### src/design/base64_stream_decoder_defines.svh
// ----------------------------------------------------------------------------
// base64_stream_decoder_defines.svh
// Assertion macros shared by the Base64 stream decoder modules.
// ----------------------------------------------------------------------------
`ifndef BASE64_STREAM_DECODER_DEFINES_SVH
`define BASE64_STREAM_DECODER_DEFINES_SVH

// same-cycle implication
`define B64SD_ASSERT_IMP(label, clk, rst_n, ante, cons) \
    label: assert property (@(posedge clk) disable iff (!rst_n) (ante) |-> (cons)) \
        else $error("b64sd: same-cycle check failed");

// next-cycle implication
`define B64SD_ASSERT_NXT(label, clk, rst_n, ante, cons) \
    label: assert property (@(posedge clk) disable iff (!rst_n) (ante) |=> (cons)) \
        else $error("b64sd: next-cycle check failed");

`endif

### src/design/b64sd_pkg.sv
// ----------------------------------------------------------------------------
// b64sd_pkg
// Types, constants and decode functions of the Base64 stream decoder.
// ----------------------------------------------------------------------------
package b64sd_pkg;

    typedef enum logic [1:0] {
        ERR_NONE   = 2'd0,
        ERR_SYMBOL = 2'd1,
        ERR_LENGTH = 2'd2
    } err_code_t;

    // configuration register indexes
    localparam logic CFG_URL_ALPHABET     = 1'b0;
    localparam logic CFG_PADDING_REQUIRED = 1'b1;

    localparam logic [7:0] CHAR_UPPER_A = 8'h41;
    localparam logic [7:0] CHAR_UPPER_Z = 8'h5A;
    localparam logic [7:0] CHAR_LOWER_A = 8'h61;
    localparam logic [7:0] CHAR_LOWER_Z = 8'h7A;
    localparam logic [7:0] CHAR_DIGIT_0 = 8'h30;
    localparam logic [7:0] CHAR_DIGIT_9 = 8'h39;
    localparam logic [7:0] CHAR_PLUS    = 8'h2B;
    localparam logic [7:0] CHAR_SLASH   = 8'h2F;
    localparam logic [7:0] CHAR_MINUS   = 8'h2D;
    localparam logic [7:0] CHAR_UNDER   = 8'h5F;
    localparam logic [7:0] CHAR_EQUALS  = 8'h3D;

    localparam logic [7:0] LOWER_BASE = 8'd26;
    localparam logic [7:0] DIGIT_BASE = 8'd52;
    localparam logic [5:0] VAL_62     = 6'd62;
    localparam logic [5:0] VAL_63     = 6'd63;

    // held symbol: pad mark and 6-bit value
    typedef struct packed {
        logic       pad;
        logic [5:0] val;
    } sym_t;

    localparam sym_t PAD_SYM = '{pad: 1'b1, val: 6'd0};

    typedef struct packed {
        logic keep;
        sym_t sym;
    } sym_class_t;

    // one decoded group, 1 to 3 results
    typedef struct packed {
        logic [2:0][7:0] bytes;
        logic [1:0]      n_last;
        logic            has_data;
        err_code_t       err;
        logic            last;
    } grp_t;

    function automatic sym_class_t classify(input logic [7:0] c, input logic url);
        sym_class_t r;
        r.keep    = 1'b1;
        r.sym.pad = 1'b0;
        r.sym.val = 6'd0;
        case (c) inside
            [CHAR_UPPER_A:CHAR_UPPER_Z]: r.sym.val = 6'(c - CHAR_UPPER_A);
            [CHAR_LOWER_A:CHAR_LOWER_Z]: r.sym.val = 6'(c - CHAR_LOWER_A + LOWER_BASE);
            [CHAR_DIGIT_0:CHAR_DIGIT_9]: r.sym.val = 6'(c - CHAR_DIGIT_0 + DIGIT_BASE);
            CHAR_EQUALS:                 r.sym.pad = 1'b1;
            CHAR_PLUS:                   if (!url) r.sym.val = VAL_62; else r.keep = 1'b0;
            CHAR_SLASH:                  if (!url) r.sym.val = VAL_63; else r.keep = 1'b0;
            CHAR_MINUS:                  if (url) r.sym.val = VAL_62; else r.keep = 1'b0;
            CHAR_UNDER:                  if (url) r.sym.val = VAL_63; else r.keep = 1'b0;
            default:                     r.keep = 1'b0;
        endcase
        return r;
    endfunction

    function automatic grp_t decode_group(input sym_t s0, input sym_t s1,
                                          input sym_t s2, input sym_t s3);
        grp_t g;
        g.bytes[0] = {s0.val, s1.val[5:4]};
        g.bytes[1] = {s1.val[3:0], s2.val[5:2]};
        g.bytes[2] = {s2.val[1:0], s3.val};
        g.n_last   = s2.pad ? 2'd0 : (s3.pad ? 2'd1 : 2'd2);
        g.has_data = 1'b1;
        g.err      = (s0.pad || s1.pad) ? ERR_SYMBOL : ERR_NONE;
        g.last     = 1'b0;
        return g;
    endfunction

    function automatic grp_t marker(input err_code_t err);
        grp_t g;
        g.bytes    = '0;
        g.n_last   = 2'd0;
        g.has_data = 1'b0;
        g.err      = err;
        g.last     = 1'b1;
        return g;
    endfunction

endpackage

### src/design/base64_stream_decoder.sv
// ----------------------------------------------------------------------------
// base64_stream_decoder
// Base64 to bytes: one character in per cycle unless full, one out per pop.
// ----------------------------------------------------------------------------
// Input side is a queue: drive symbol/end_of_text with push; a transfer
// happens on a clock edge with push high and full low. Characters outside
// the selected alphabet and '=' are dropped; end_of_text still closes the text.
// Output side is a queue: while empty is low the oldest result sits on
// data_byte/byte_valid/error_code/final_result; pop with empty low takes it.
// A closed group's record passes through the record queue and current-group
// register before its first result reaches the output register. Input rate
// is one character per cycle while full is low; the output register gives
// one result per cycle while pop is high, and the record queue between intake
// and sequencer (QUEUE_DEPTH groups) absorbs bursts. When pop stays low,
// results wait in output register and queue; full rises once the queue fills.
// Reset clears held characters, queue and output; url_alphabet resets to 0,
// padding_required to 1. Write cfg_write/cfg_index/cfg_data only when idle.
// ----------------------------------------------------------------------------
module base64_stream_decoder #(
    parameter int QUEUE_DEPTH = 4
) (
    input  logic       clk,
    input  logic       rst_n,
    input  logic       cfg_write,
    input  logic       cfg_index,
    input  logic       cfg_data,
    input  logic       push,
    output logic       full,
    input  logic [7:0] symbol,
    input  logic       end_of_text,
    output logic       empty,
    input  logic       pop,
    output logic [7:0] data_byte,
    output logic       byte_valid,
    output logic [1:0] error_code,
    output logic       final_result
);
    import b64sd_pkg::*;

    grp_t front_rec;
    grp_t queue_rec;
    logic front_push;
    logic queue_full;
    logic queue_empty;
    logic back_pop;

    b64sd_front u_front (
        .clk         (clk),
        .rst_n       (rst_n),
        .cfg_write   (cfg_write),
        .cfg_index   (cfg_index),
        .cfg_data    (cfg_data),
        .push        (push),
        .full        (queue_full),
        .symbol      (symbol),
        .end_of_text (end_of_text),
        .rec_push    (front_push),
        .rec         (front_rec)
    );

    b64sd_queue #(
        .DEPTH (QUEUE_DEPTH)
    ) u_queue (
        .clk    (clk),
        .rst_n  (rst_n),
        .wr_en  (front_push),
        .wr_rec (front_rec),
        .full   (queue_full),
        .rd_en  (back_pop),
        .rd_rec (queue_rec),
        .empty  (queue_empty)
    );

    b64sd_back u_back (
        .clk          (clk),
        .rst_n        (rst_n),
        .rec          (queue_rec),
        .rec_avail    (!queue_empty),
        .rec_pop      (back_pop),
        .pop          (pop),
        .empty        (empty),
        .data_byte    (data_byte),
        .byte_valid   (byte_valid),
        .error_code   (error_code),
        .final_result (final_result)
    );

    assign full = queue_full;

endmodule

### src/design/b64sd_front.sv
// ----------------------------------------------------------------------------
// b64sd_front
// Symbol intake: classifies characters, gathers groups of four and decodes
// each closed group into one record for the result queue.
// ----------------------------------------------------------------------------
`include "base64_stream_decoder_defines.svh"

module b64sd_front (
    input  logic              clk,
    input  logic              rst_n,
    input  logic              cfg_write,
    input  logic              cfg_index,
    input  logic              cfg_data,
    input  logic              push,
    input  logic              full,
    input  logic [7:0]        symbol,
    input  logic              end_of_text,
    output logic              rec_push,
    output b64sd_pkg::grp_t   rec
);
    import b64sd_pkg::*;

    logic       url_alphabet_reg;
    logic       padding_required_reg;
    logic [1:0] held_count_reg;
    logic [1:0] held_count_next;
    sym_t       held_symbols_reg [3];

    sym_class_t cls;
    logic       accept;
    logic       group_full;
    logic       nothing_held;
    sym_t       g0, g1, g2, g3;

    assign cls          = classify(symbol, url_alphabet_reg);
    assign accept       = push && !full;
    assign group_full   = cls.keep && (held_count_reg == 2'd3);
    assign nothing_held = !cls.keep && (held_count_reg == 2'd0);
    assign rec_push     = accept && (group_full || end_of_text);

    always_comb
    begin
        g0 = (held_count_reg > 2'd0) ? held_symbols_reg[0] :
             (cls.keep ? cls.sym : PAD_SYM);
        g1 = (held_count_reg > 2'd1) ? held_symbols_reg[1] :
             ((held_count_reg == 2'd1 && cls.keep) ? cls.sym : PAD_SYM);
        g2 = (held_count_reg > 2'd2) ? held_symbols_reg[2] :
             ((held_count_reg == 2'd2 && cls.keep) ? cls.sym : PAD_SYM);
        g3 = group_full ? cls.sym : PAD_SYM;
    end

    always_comb
    begin
        if (!group_full && nothing_held)
        begin
            rec = marker(ERR_NONE);
        end
        else if (!group_full && padding_required_reg)
        begin
            rec = marker(ERR_LENGTH);
        end
        else
        begin
            rec      = decode_group(g0, g1, g2, g3);
            rec.last = end_of_text;
        end
    end

    always_comb
    begin
        held_count_next = held_count_reg;
        if (accept)
        begin
            if (group_full || end_of_text)
                held_count_next = 2'd0;
            else if (cls.keep)
                held_count_next = held_count_reg + 2'd1;
        end
    end

    always_ff @(posedge clk or negedge rst_n)
    begin
        if (!rst_n)
        begin
            url_alphabet_reg     <= 1'b0;
            padding_required_reg <= 1'b1;
            held_count_reg       <= 2'd0;
        end
        else
        begin
            held_count_reg <= held_count_next;
            if (cfg_write && cfg_index == CFG_URL_ALPHABET)
                url_alphabet_reg <= cfg_data;
            if (cfg_write && cfg_index == CFG_PADDING_REQUIRED)
                padding_required_reg <= cfg_data;
        end
    end

    always_ff @(posedge clk)
    begin
        if (accept && cls.keep && !group_full && !end_of_text)
            held_symbols_reg[held_count_reg] <= cls.sym;
    end

    `B64SD_ASSERT_NXT(fr_eot_clears, clk, rst_n, accept && end_of_text, held_count_reg == 2'd0)

endmodule

### src/design/b64sd_queue.sv
// ----------------------------------------------------------------------------
// b64sd_queue
// Short record queue between the intake and the result sequencer.
// ----------------------------------------------------------------------------
`include "base64_stream_decoder_defines.svh"

module b64sd_queue #(
    parameter int DEPTH = 4
) (
    input  logic            clk,
    input  logic            rst_n,
    input  logic            wr_en,
    input  b64sd_pkg::grp_t wr_rec,
    output logic            full,
    input  logic            rd_en,
    output b64sd_pkg::grp_t rd_rec,
    output logic            empty
);
    import b64sd_pkg::*;

    localparam int PTR_W = (DEPTH > 1) ? $clog2(DEPTH) : 1;
    localparam int CNT_W = $clog2(DEPTH + 1);
    localparam logic [PTR_W-1:0] PTR_LAST = PTR_W'(DEPTH - 1);
    localparam logic [CNT_W-1:0] CNT_FULL = CNT_W'(DEPTH);

    grp_t             store_reg [DEPTH];
    logic [PTR_W-1:0] wr_ptr_reg, wr_ptr_next;
    logic [PTR_W-1:0] rd_ptr_reg, rd_ptr_next;
    logic [CNT_W-1:0] count_reg, count_next;
    logic             do_wr, do_rd;

    assign full   = (count_reg == CNT_FULL);
    assign empty  = (count_reg == '0);
    assign rd_rec = store_reg[rd_ptr_reg];
    assign do_wr  = wr_en && !full;
    assign do_rd  = rd_en && !empty;

    always_comb
    begin
        wr_ptr_next = wr_ptr_reg;
        rd_ptr_next = rd_ptr_reg;
        count_next  = count_reg;
        if (do_wr)
            wr_ptr_next = (wr_ptr_reg == PTR_LAST) ? '0 : wr_ptr_reg + PTR_W'(1);
        if (do_rd)
            rd_ptr_next = (rd_ptr_reg == PTR_LAST) ? '0 : rd_ptr_reg + PTR_W'(1);
        if (do_wr && !do_rd)
            count_next = count_reg + CNT_W'(1);
        else if (do_rd && !do_wr)
            count_next = count_reg - CNT_W'(1);
    end

    always_ff @(posedge clk or negedge rst_n)
    begin
        if (!rst_n)
        begin
            wr_ptr_reg <= '0;
            rd_ptr_reg <= '0;
            count_reg  <= '0;
        end
        else
        begin
            wr_ptr_reg <= wr_ptr_next;
            rd_ptr_reg <= rd_ptr_next;
            count_reg  <= count_next;
        end
    end

    always_ff @(posedge clk)
    begin
        if (do_wr)
            store_reg[wr_ptr_reg] <= wr_rec;
    end

    `B64SD_ASSERT_IMP(q_no_overflow, clk, rst_n, wr_en, !full)
    `B64SD_ASSERT_IMP(q_count_bound, clk, rst_n, 1'b1, count_reg <= CNT_FULL)

endmodule

### src/design/b64sd_back.sv
// ----------------------------------------------------------------------------
// b64sd_back
// Result sequencer: splits each group record into its results and holds
// the oldest result in the output register.
// ----------------------------------------------------------------------------
`include "base64_stream_decoder_defines.svh"

module b64sd_back (
    input  logic            clk,
    input  logic            rst_n,
    input  b64sd_pkg::grp_t rec,
    input  logic            rec_avail,
    output logic            rec_pop,
    input  logic            pop,
    output logic            empty,
    output logic [7:0]      data_byte,
    output logic            byte_valid,
    output logic [1:0]      error_code,
    output logic            final_result
);
    import b64sd_pkg::*;

    grp_t       cur_reg;
    logic       cur_valid_reg, cur_valid_next;
    logic [1:0] idx_reg, idx_next;
    logic       out_valid_reg, out_valid_next;
    logic [7:0] data_byte_reg;
    logic       byte_valid_reg;
    err_code_t  error_code_reg;
    logic       final_result_reg;

    logic out_free, advance, cur_done, load;

    assign out_free = !out_valid_reg || pop;
    assign advance  = out_free && cur_valid_reg;
    assign cur_done = advance && (idx_reg == cur_reg.n_last);
    assign load     = rec_avail && (!cur_valid_reg || cur_done);
    assign rec_pop  = load;

    always_comb
    begin
        cur_valid_next = cur_valid_reg;
        idx_next       = idx_reg;
        out_valid_next = out_valid_reg;
        if (pop)
            out_valid_next = 1'b0;
        if (advance)
        begin
            out_valid_next = 1'b1;
            idx_next       = idx_reg + 2'd1;
        end
        if (cur_done)
            cur_valid_next = 1'b0;
        if (load)
        begin
            cur_valid_next = 1'b1;
            idx_next       = 2'd0;
        end
    end

    always_ff @(posedge clk or negedge rst_n)
    begin
        if (!rst_n)
        begin
            cur_valid_reg <= 1'b0;
            idx_reg       <= 2'd0;
            out_valid_reg <= 1'b0;
        end
        else
        begin
            cur_valid_reg <= cur_valid_next;
            idx_reg       <= idx_next;
            out_valid_reg <= out_valid_next;
        end
    end

    always_ff @(posedge clk)
    begin
        if (load)
            cur_reg <= rec;
        if (advance)
        begin
            data_byte_reg    <= cur_reg.has_data ? cur_reg.bytes[idx_reg] : 8'd0;
            byte_valid_reg   <= cur_reg.has_data;
            error_code_reg   <= cur_reg.err;
            final_result_reg <= cur_reg.last && (idx_reg == cur_reg.n_last);
        end
    end

    assign empty        = !out_valid_reg;
    assign data_byte    = data_byte_reg;
    assign byte_valid   = byte_valid_reg;
    assign error_code   = error_code_reg;
    assign final_result = final_result_reg;

    `B64SD_ASSERT_IMP(bk_marker_zero, clk, rst_n, out_valid_reg && !byte_valid_reg, data_byte_reg == 8'd0)
    `B64SD_ASSERT_IMP(bk_length_final, clk, rst_n, out_valid_reg && error_code_reg == ERR_LENGTH, final_result_reg && !byte_valid_reg)

endmodule

### config.mk
export PLATFORM = sky130hd
export DESIGN_NAME = base64_stream_decoder
export DESIGN_NICKNAME = d
export VERILOG_FILES = /design/src/design/b64sd_pkg.sv /design/src/design/base64_stream_decoder.sv /design/src/design/b64sd_front.sv /design/src/design/b64sd_queue.sv /design/src/design/b64sd_back.sv
export VERILOG_INCLUDE_DIRS = /design/src /design/src/design
export SDC_FILE = /design/constraint.sdc
export NUM_CORES = 1
export LEC_CHECK = 0
export ABC_AREA = 1
export ABC_CLOCK_PERIOD_IN_PS = 4900
export BUFFER_PORTS_ARGS = -buffer_cell sky130_fd_sc_hd__clkbuf_2
export CAP_MARGIN = 20
export CORE_MARGIN = 2
export CORE_UTILIZATION = 65
export DETAILED_ROUTE_END_ITERATION = 8
export PLACE_DENSITY = 0.83
export SYNTH_ARGS = -nofsm -noshare
export SYNTH_HDL_FRONTEND = slang
export SYNTH_SLANG_ARGS = --single-unit
### constraint.sdc
create_clock -name clk -period 4.9 [get_ports clk]
set_input_delay 0 -clock clk [delete_from_list [all_inputs] [get_ports clk]]
set_output_delay 0 -clock clk [all_outputs]
set_load 0.02 [all_outputs]
-- Word level (Yosys, flattened, before mapping)
Memories as Yosys holds them, arrays and structs flattened. A register that Yosys moved wholly into a read port is not among the register bits.
Index checks and enable logic that the tools add are counted.
- input port bits: 16
- bits in writable memories: 141
- memories kept: 2
- register bits after elaboration: 27
- output and inout port bits: 14
- add/subtract/negate cells: 11
- bitwise gates (word level): 1
- magnitude comparators: 10
- reductions and logical operators: 45
- equality and inequality tests: 12
- multiplexer cells: 56
- memory list (name ; words ; width ; read ports ; clocked after memory_dff ; wr ports ; line ; text):
    u_queue.store_reg ; 4 ; 30 ; 1 ; 1 ; 1 ; b64sd_queue.sv:26 ; grp_t store_reg [DEPTH];
    u_front.held_symbols_reg ; 3 ; 7 ; 3 ; 0 ; 1 ; b64sd_front.sv:27 ; sym_t held_symbols_reg [3];
- operators by type and width (cell ; number):
    $mux 6 ; 12
    $mux 30 ; 2
    $mux 7 ; 7
    $eq 8x6->1 const B ; 4
    $logic_and 1x1->1 ; 24
    $mux 1 ; 23
    $bmux 8 s2 ; 1
    $ge 8x7->1 const B ; 2
    $le 8x7->1 const B ; 2
    $mux 2 ; 8
    $sub 6x6->6 const B ; 2
    $reduce_bool 2->1 ; 5
    $logic_not 1->1 ; 9
    $add 2x1->2 const B ; 4
    $eq 2x2->1 const B ; 4
    $eq 8x7->1 const B ; 1
    $ge 8x6->1 const B ; 1
    $le 8x6->1 const B ; 1
    $mux 8 ; 1
    $add 6x5->6 const B ; 1
    $add 6x6->6 const B ; 1
    $mux 3 ; 2
    $sub 6x1->6 const B ; 1
    $gt 2x1->1 const B ; 2
    other kinds (12) ; 15

-- Logic depth before layout (Yosys ltp)
- depth in word-level cells: 17
- gate-level depth with buffers: 22
- mapped depth without buffers: 21

-- Modules after synthesis
From an unflattened synthesis, not the netlist that was laid out.
- cells, all modules: 835
- area, all modules: 9178.8 um^2
- modules (own cells, without submodules) (module ; cells each ; instances ; seq. area each (um^2) ; area an instance (um^2)):
    b64sd_queue ; 411 ; 1 ; 3778.6 ; 5293.8
    b64sd_front ; 306 ; 1 ; 732.0 ; 2197.1
    b64sd_back ; 117 ; 1 ; 1361.3 ; 1684.1
    base64_stream_decoder ; 1 ; 1 ; 0.0 ; 3.8

-- Least setup slack after synthesis
Ideal clock, no wire load.
- kind: input -> register
- start: in symbol[2]
- end: mem u_queue.store_reg[3][0] (netlist bit), enable pin
- setup slack: 1833 ps
- arrival time: 2650 ps
- setup time: 417 ps
- cell stages on the path: 14
- data required time: 4483 ps
- cell sequence: buf_2 > inv_1 > ha_1 > nand2_1 > nand2_1 > o21ai_0 > nand2b_2 > nand2_4 > inv_4 > nand2_8 > nand2_8 > nand2_2 > nand2_2 > nor2_1
- longest elaborated chain between the ends: 15
- elaborated cells on any way between the ends: 28
- classes of those cells: order compare: 6; eq/ne: 5; mux: 10; reduce/logical: 7
- ends and longest elaborated chain (item ; line ; text):
    start: declaration ; base64_stream_decoder.sv:29 ; input logic [7:0] symbol,
    $eq 8x7->1 ; b64sd_front.sv:35 ; assign cls = classify(symbol, url_alphabet_reg);
    $mux 1 (7 in a row) ; b64sd_pkg.sv:61 ; case (c) inside
    $mux 1 (*) ; b64sd_pkg.sv:61 ;
    $logic_and 1x1->1 (*) ; b64sd_front.sv:37 ; assign group_full = cls.keep && (held_count_reg == 2'd3);
    $logic_or 1x1->1 (*) ; b64sd_front.sv:39 ; assign rec_push = accept && (group_full || end_of_text);
    $logic_and 1x1->1 (*) ; b64sd_front.sv:39 ;
    $logic_and 1x1->1 (*) ; b64sd_queue.sv:35 ; assign do_wr = wr_en && !full;
    $mux 1 (*) ; b64sd_queue.sv:71 ; if (do_wr)
    $mux 1 (implied by the code) (*) ; b64sd_queue.sv:72 ; store_reg[wr_ptr_reg] <= wr_rec;
    end: declaration ; b64sd_queue.sv:26 ;
Every way passes the cells marked *; elsewhere a longest branch is shown, timed or not.

-- Final worst setup path
- start: reg u_back.idx_reg[0]
- end: reg u_queue.count_reg[1]
- longest elaborated chain between the ends: 8
- elaborated cells on any way between the ends: 10
- classes of those cells: eq/ne: 1; mux: 1; reduce/logical: 8
- ends and longest elaborated chain (item ; line ; text):
    start: declaration ; b64sd_back.sv:25 ; logic [1:0] idx_reg, idx_next;
    start signal: assignment ; b64sd_back.sv:72 ; idx_reg <= idx_next;
    $eq 2x2->1 ; b64sd_back.sv:36 ; assign cur_done = advance && (idx_reg == cur_reg.n_last);
    $logic_and 1x1->1 ; b64sd_back.sv:36 ;
    $logic_or 1x1->1 ; b64sd_back.sv:37 ; assign load = rec_avail && (!cur_valid_reg || cur_done);
    $logic_and 1x1->1 ; b64sd_back.sv:37 ;
    $logic_and 1x1->1 ; b64sd_queue.sv:36 ; assign do_rd = rd_en && !empty;
    $logic_not 1->1 ; b64sd_queue.sv:47 ; if (do_wr && !do_rd)
    $logic_and 1x1->1 ; b64sd_queue.sv:47 ;
    $mux 3 ; b64sd_queue.sv:47 ;
    named net u_queue.count_next[1] ; b64sd_queue.sv:29 ; logic [CNT_W-1:0] count_reg, count_next;
    end signal: assignment ; b64sd_queue.sv:65 ; count_reg <= count_next;
    end: declaration ; b64sd_queue.sv:29 ;
The timed path passes the listed nets, and every way through them passes these cells.
A chain may end at the register's enable or synchronous reset.

==> qor.yml <==
status: "complete, no violations"
maxCapViolCount: 0
synth_area_per_cell_sq_um: 11.4
synthTopCellsByArea: "edfxtp_1 63%, nor2_1 5.2%, o21ai_0 5.1%, nand2_1 4.7%, dfrtp_1 4.0%"
h-tree-depth: 4
vias: 5960
synth_top_area_share_pct: 63.1
yosys.area.top_type: "edfxtp_1"
p_per_area_nw_per_um2: 555
p_switching_mw: 1.85
slew_viol_final: 0
worstMarginPinSlew_ns: 0.900
clk_latency_ns: 0.44
crit_type: "register to register"
fin_skew_ns: 0.0115
die-width_microns: 120
syn_inst: 765
p_sw_share_pct: 34.4
routedWlPerCell_microns: 19.9
layout-drive-gt1-share_pct: 13.1
grt_max_degree: 64
grt_remaining_overflow: 0
synth-async-reset-ratio_pct: 7.58
cp_top_family: "adder cells"
crit_arrival_ns: 3.04
worst_path_most_repeated_cell: "o21ai_0"
routed_wl_mm: 19.8
final_nets: 841
place_congestion: 0.937
coreArea_sq_um: 13200
hold_violations: 0
cts_buffers: 17
nFillCells: 829
hpwl_mm: 12.7
max_slew_margin_pct: 39.9
cts_tree: "done"
critPathMaxStageDelay_ns: 0.64
drt-vias-per-instance: 6.01
critical_path.max_fanout: 12
required_ns: 5.22
area_growth_pct: 11.3
seqCellArea_sq_um: 5870
hold_path.class: "input pin to async pin"
critPathSlowestCell: "dfrtp_1"
rsz0062_at_grt: "false"
largest_reg_flops: 120
start_util_pct: 66.1
clkSinkCount: 198
setup_viol: 0
min_period_over_period_pct: 55.5
finalSetupTns_ns: 0
antenna_found_initial: 1
root_buffer: "clkbuf_16"
crit_path_end_kind: "register"
seq_area_frac_synth_pct: 67.4
syn-num-nets: 803
period_needed_ns: 2.72
die_area_sq_um: 14300
final_common_cell: "edfxtp_1"
grt_usage_pct: 28.8
firstDrtPassIters: 8
power.leakage_nw: 3.64
intPower_mw: 3.53
path_cells: "xnor2_1, nand2_1, o21ai_0, o21ai_0, ha_1, inv_1, fa_1, mux2_2"
netlist_area_sq_um: 8710
power_frac_seq_pct: 46.1
irDropWorstVdd_v: 0.000288
fmax_ghz: 0.368
synth_edf_count: 183
grt_pass1_vias: 5931
grt_pass1_wl_mm: 30.8
worstSetupStartpointType: "register"
io_pins: 30
io_buffers: 29
hold_ws_ns: 0.0407
dp.cells: 952
die_h_microns: 120
yosys_warnings: 0
stdcell_count: 992
clk_pin_slew_ns: 0.07
cts_setup_buffers: 0
drt_iter0_drc: 740
fp-row-count: 42
multi_input_area_sq_um: 2490
clkPwrFrac_pct: 24.9
final_antenna_net_count: 0
synth_cell_types: 36
cts.path.max_buffers: 2
crit_buf_inv: 1
yosys_most_used_dff: "edfxtp_1"
drc: 0
layout_common_cells: "183 x edfxtp_1, 116 x nor2_1, 108 x nand2_1"
p_comb_share_pct: 29.0
ys_ff_latch: 198
-- path summary, 6_finish.rpt --
check	from	endpoint	slack, ns	cells after the start
min in group clk	push	u_front.held_count_reg[1]	0.12	6
worst max register to register	u_back.idx_reg[0]	u_queue.count_reg[1]	2.18	8
worst min register to register	u_back.cur_reg[1]	u_back.error_code[0]	0.43	0
worst max-delay path	u_back.idx_reg[0]	u_queue.count_reg[1]	2.18	8
max in group asynchronous	rst_n	u_front.padding_required_reg	4.52	2
worst min-delay path	rst_n	u_front.held_count_reg[0]	0.04	2
-- layout make-up --
class / instances / area share [%]
clock inverters: 12 / 1.34
clock buffers: 19 / 4.46
multi-input cells: 473 / 25.6
repair buffers: 44 / 3.04
flip-flops and latches: 198 / 60.5
inverters: 69 / 2.70
diodes: 1 / 0.0258
well taps: 176 / 2.27
-- layer usage --
metal	global-route usage [%]	routed length, microns	share of wire (%)
met5	0	0	0
met4	10.7	482	2.4
met3	7.70	1830	9.3
met1	36.8	7610	39
met2	47.9	9840	50
-- power by group through the flow --
stage | logic (mW) | clock network, mW | registers, mW
floorplan | 0.960 | 0 | 2.53
global placement | 1.36 | 0 | 2.50
detailed placement | 1.44 | 0 | 2.52
CTS | 1.49 | 1.34 | 2.49
global route | 1.71 | 1.41 | 2.52
finish | 1.56 | 1.34 | 2.49
-- kinds of logic after synthesis --
logic type	share of synthesized area, %
AND/OR/NAND/NOR	14.2
flip-flops	67.4
AO/OA/AOI/OAI	9.82
buffers and inverters	4.19
adder cells (fa/ha/maj)	3.24
XOR/XNOR	1.00
multiplexers	0.129
-- repair_timing --
action                                 4_1_cts  5_1_grt
resized for setup                            0        0
endpoints found under the hold margin       22        0
hold buffers                                 7        0
-- cell usage after synthesis (6+ instances only) --
cell and instances:
edfxtp_1 183, nor2_1 120, nand2_1 108, o21ai_0 88
inv_1 64, o22ai_1 30, nand3_1 29, a21oi_1 24
clkbuf_1 22, ha_1 21, dfrtp_1 14, a21oi_2 9
nor2_2 8, xor2_1 6
-- stage by stage --
step           setup WS (ns)  utilization (%)  total power, mW  cell area [sq um]
2_1_floorplan           1.83                -             3.49               8710
3_3_place_gp            1.96             68.5             3.86               9040
3_5_place_dp            1.91             68.5             3.95               9040
4_1_cts                 2.03             73.3             5.32               9670
5_1_grt                 1.99             73.5             5.63               9700
6_report                2.18             73.6             5.39               9700
-- worst reg2reg max path, cell delays in order, from the launching register on --
cell,delay (ns)
dfrtp_1,0.64
xnor2_1,0.19
nand2_1,0.09
o21ai_0,0.32
o21ai_0,0.32
ha_1,0.29
inv_1,0.10
fa_1,0.40
mux2_2,0.26
Power figures use the tool's default switching activity.
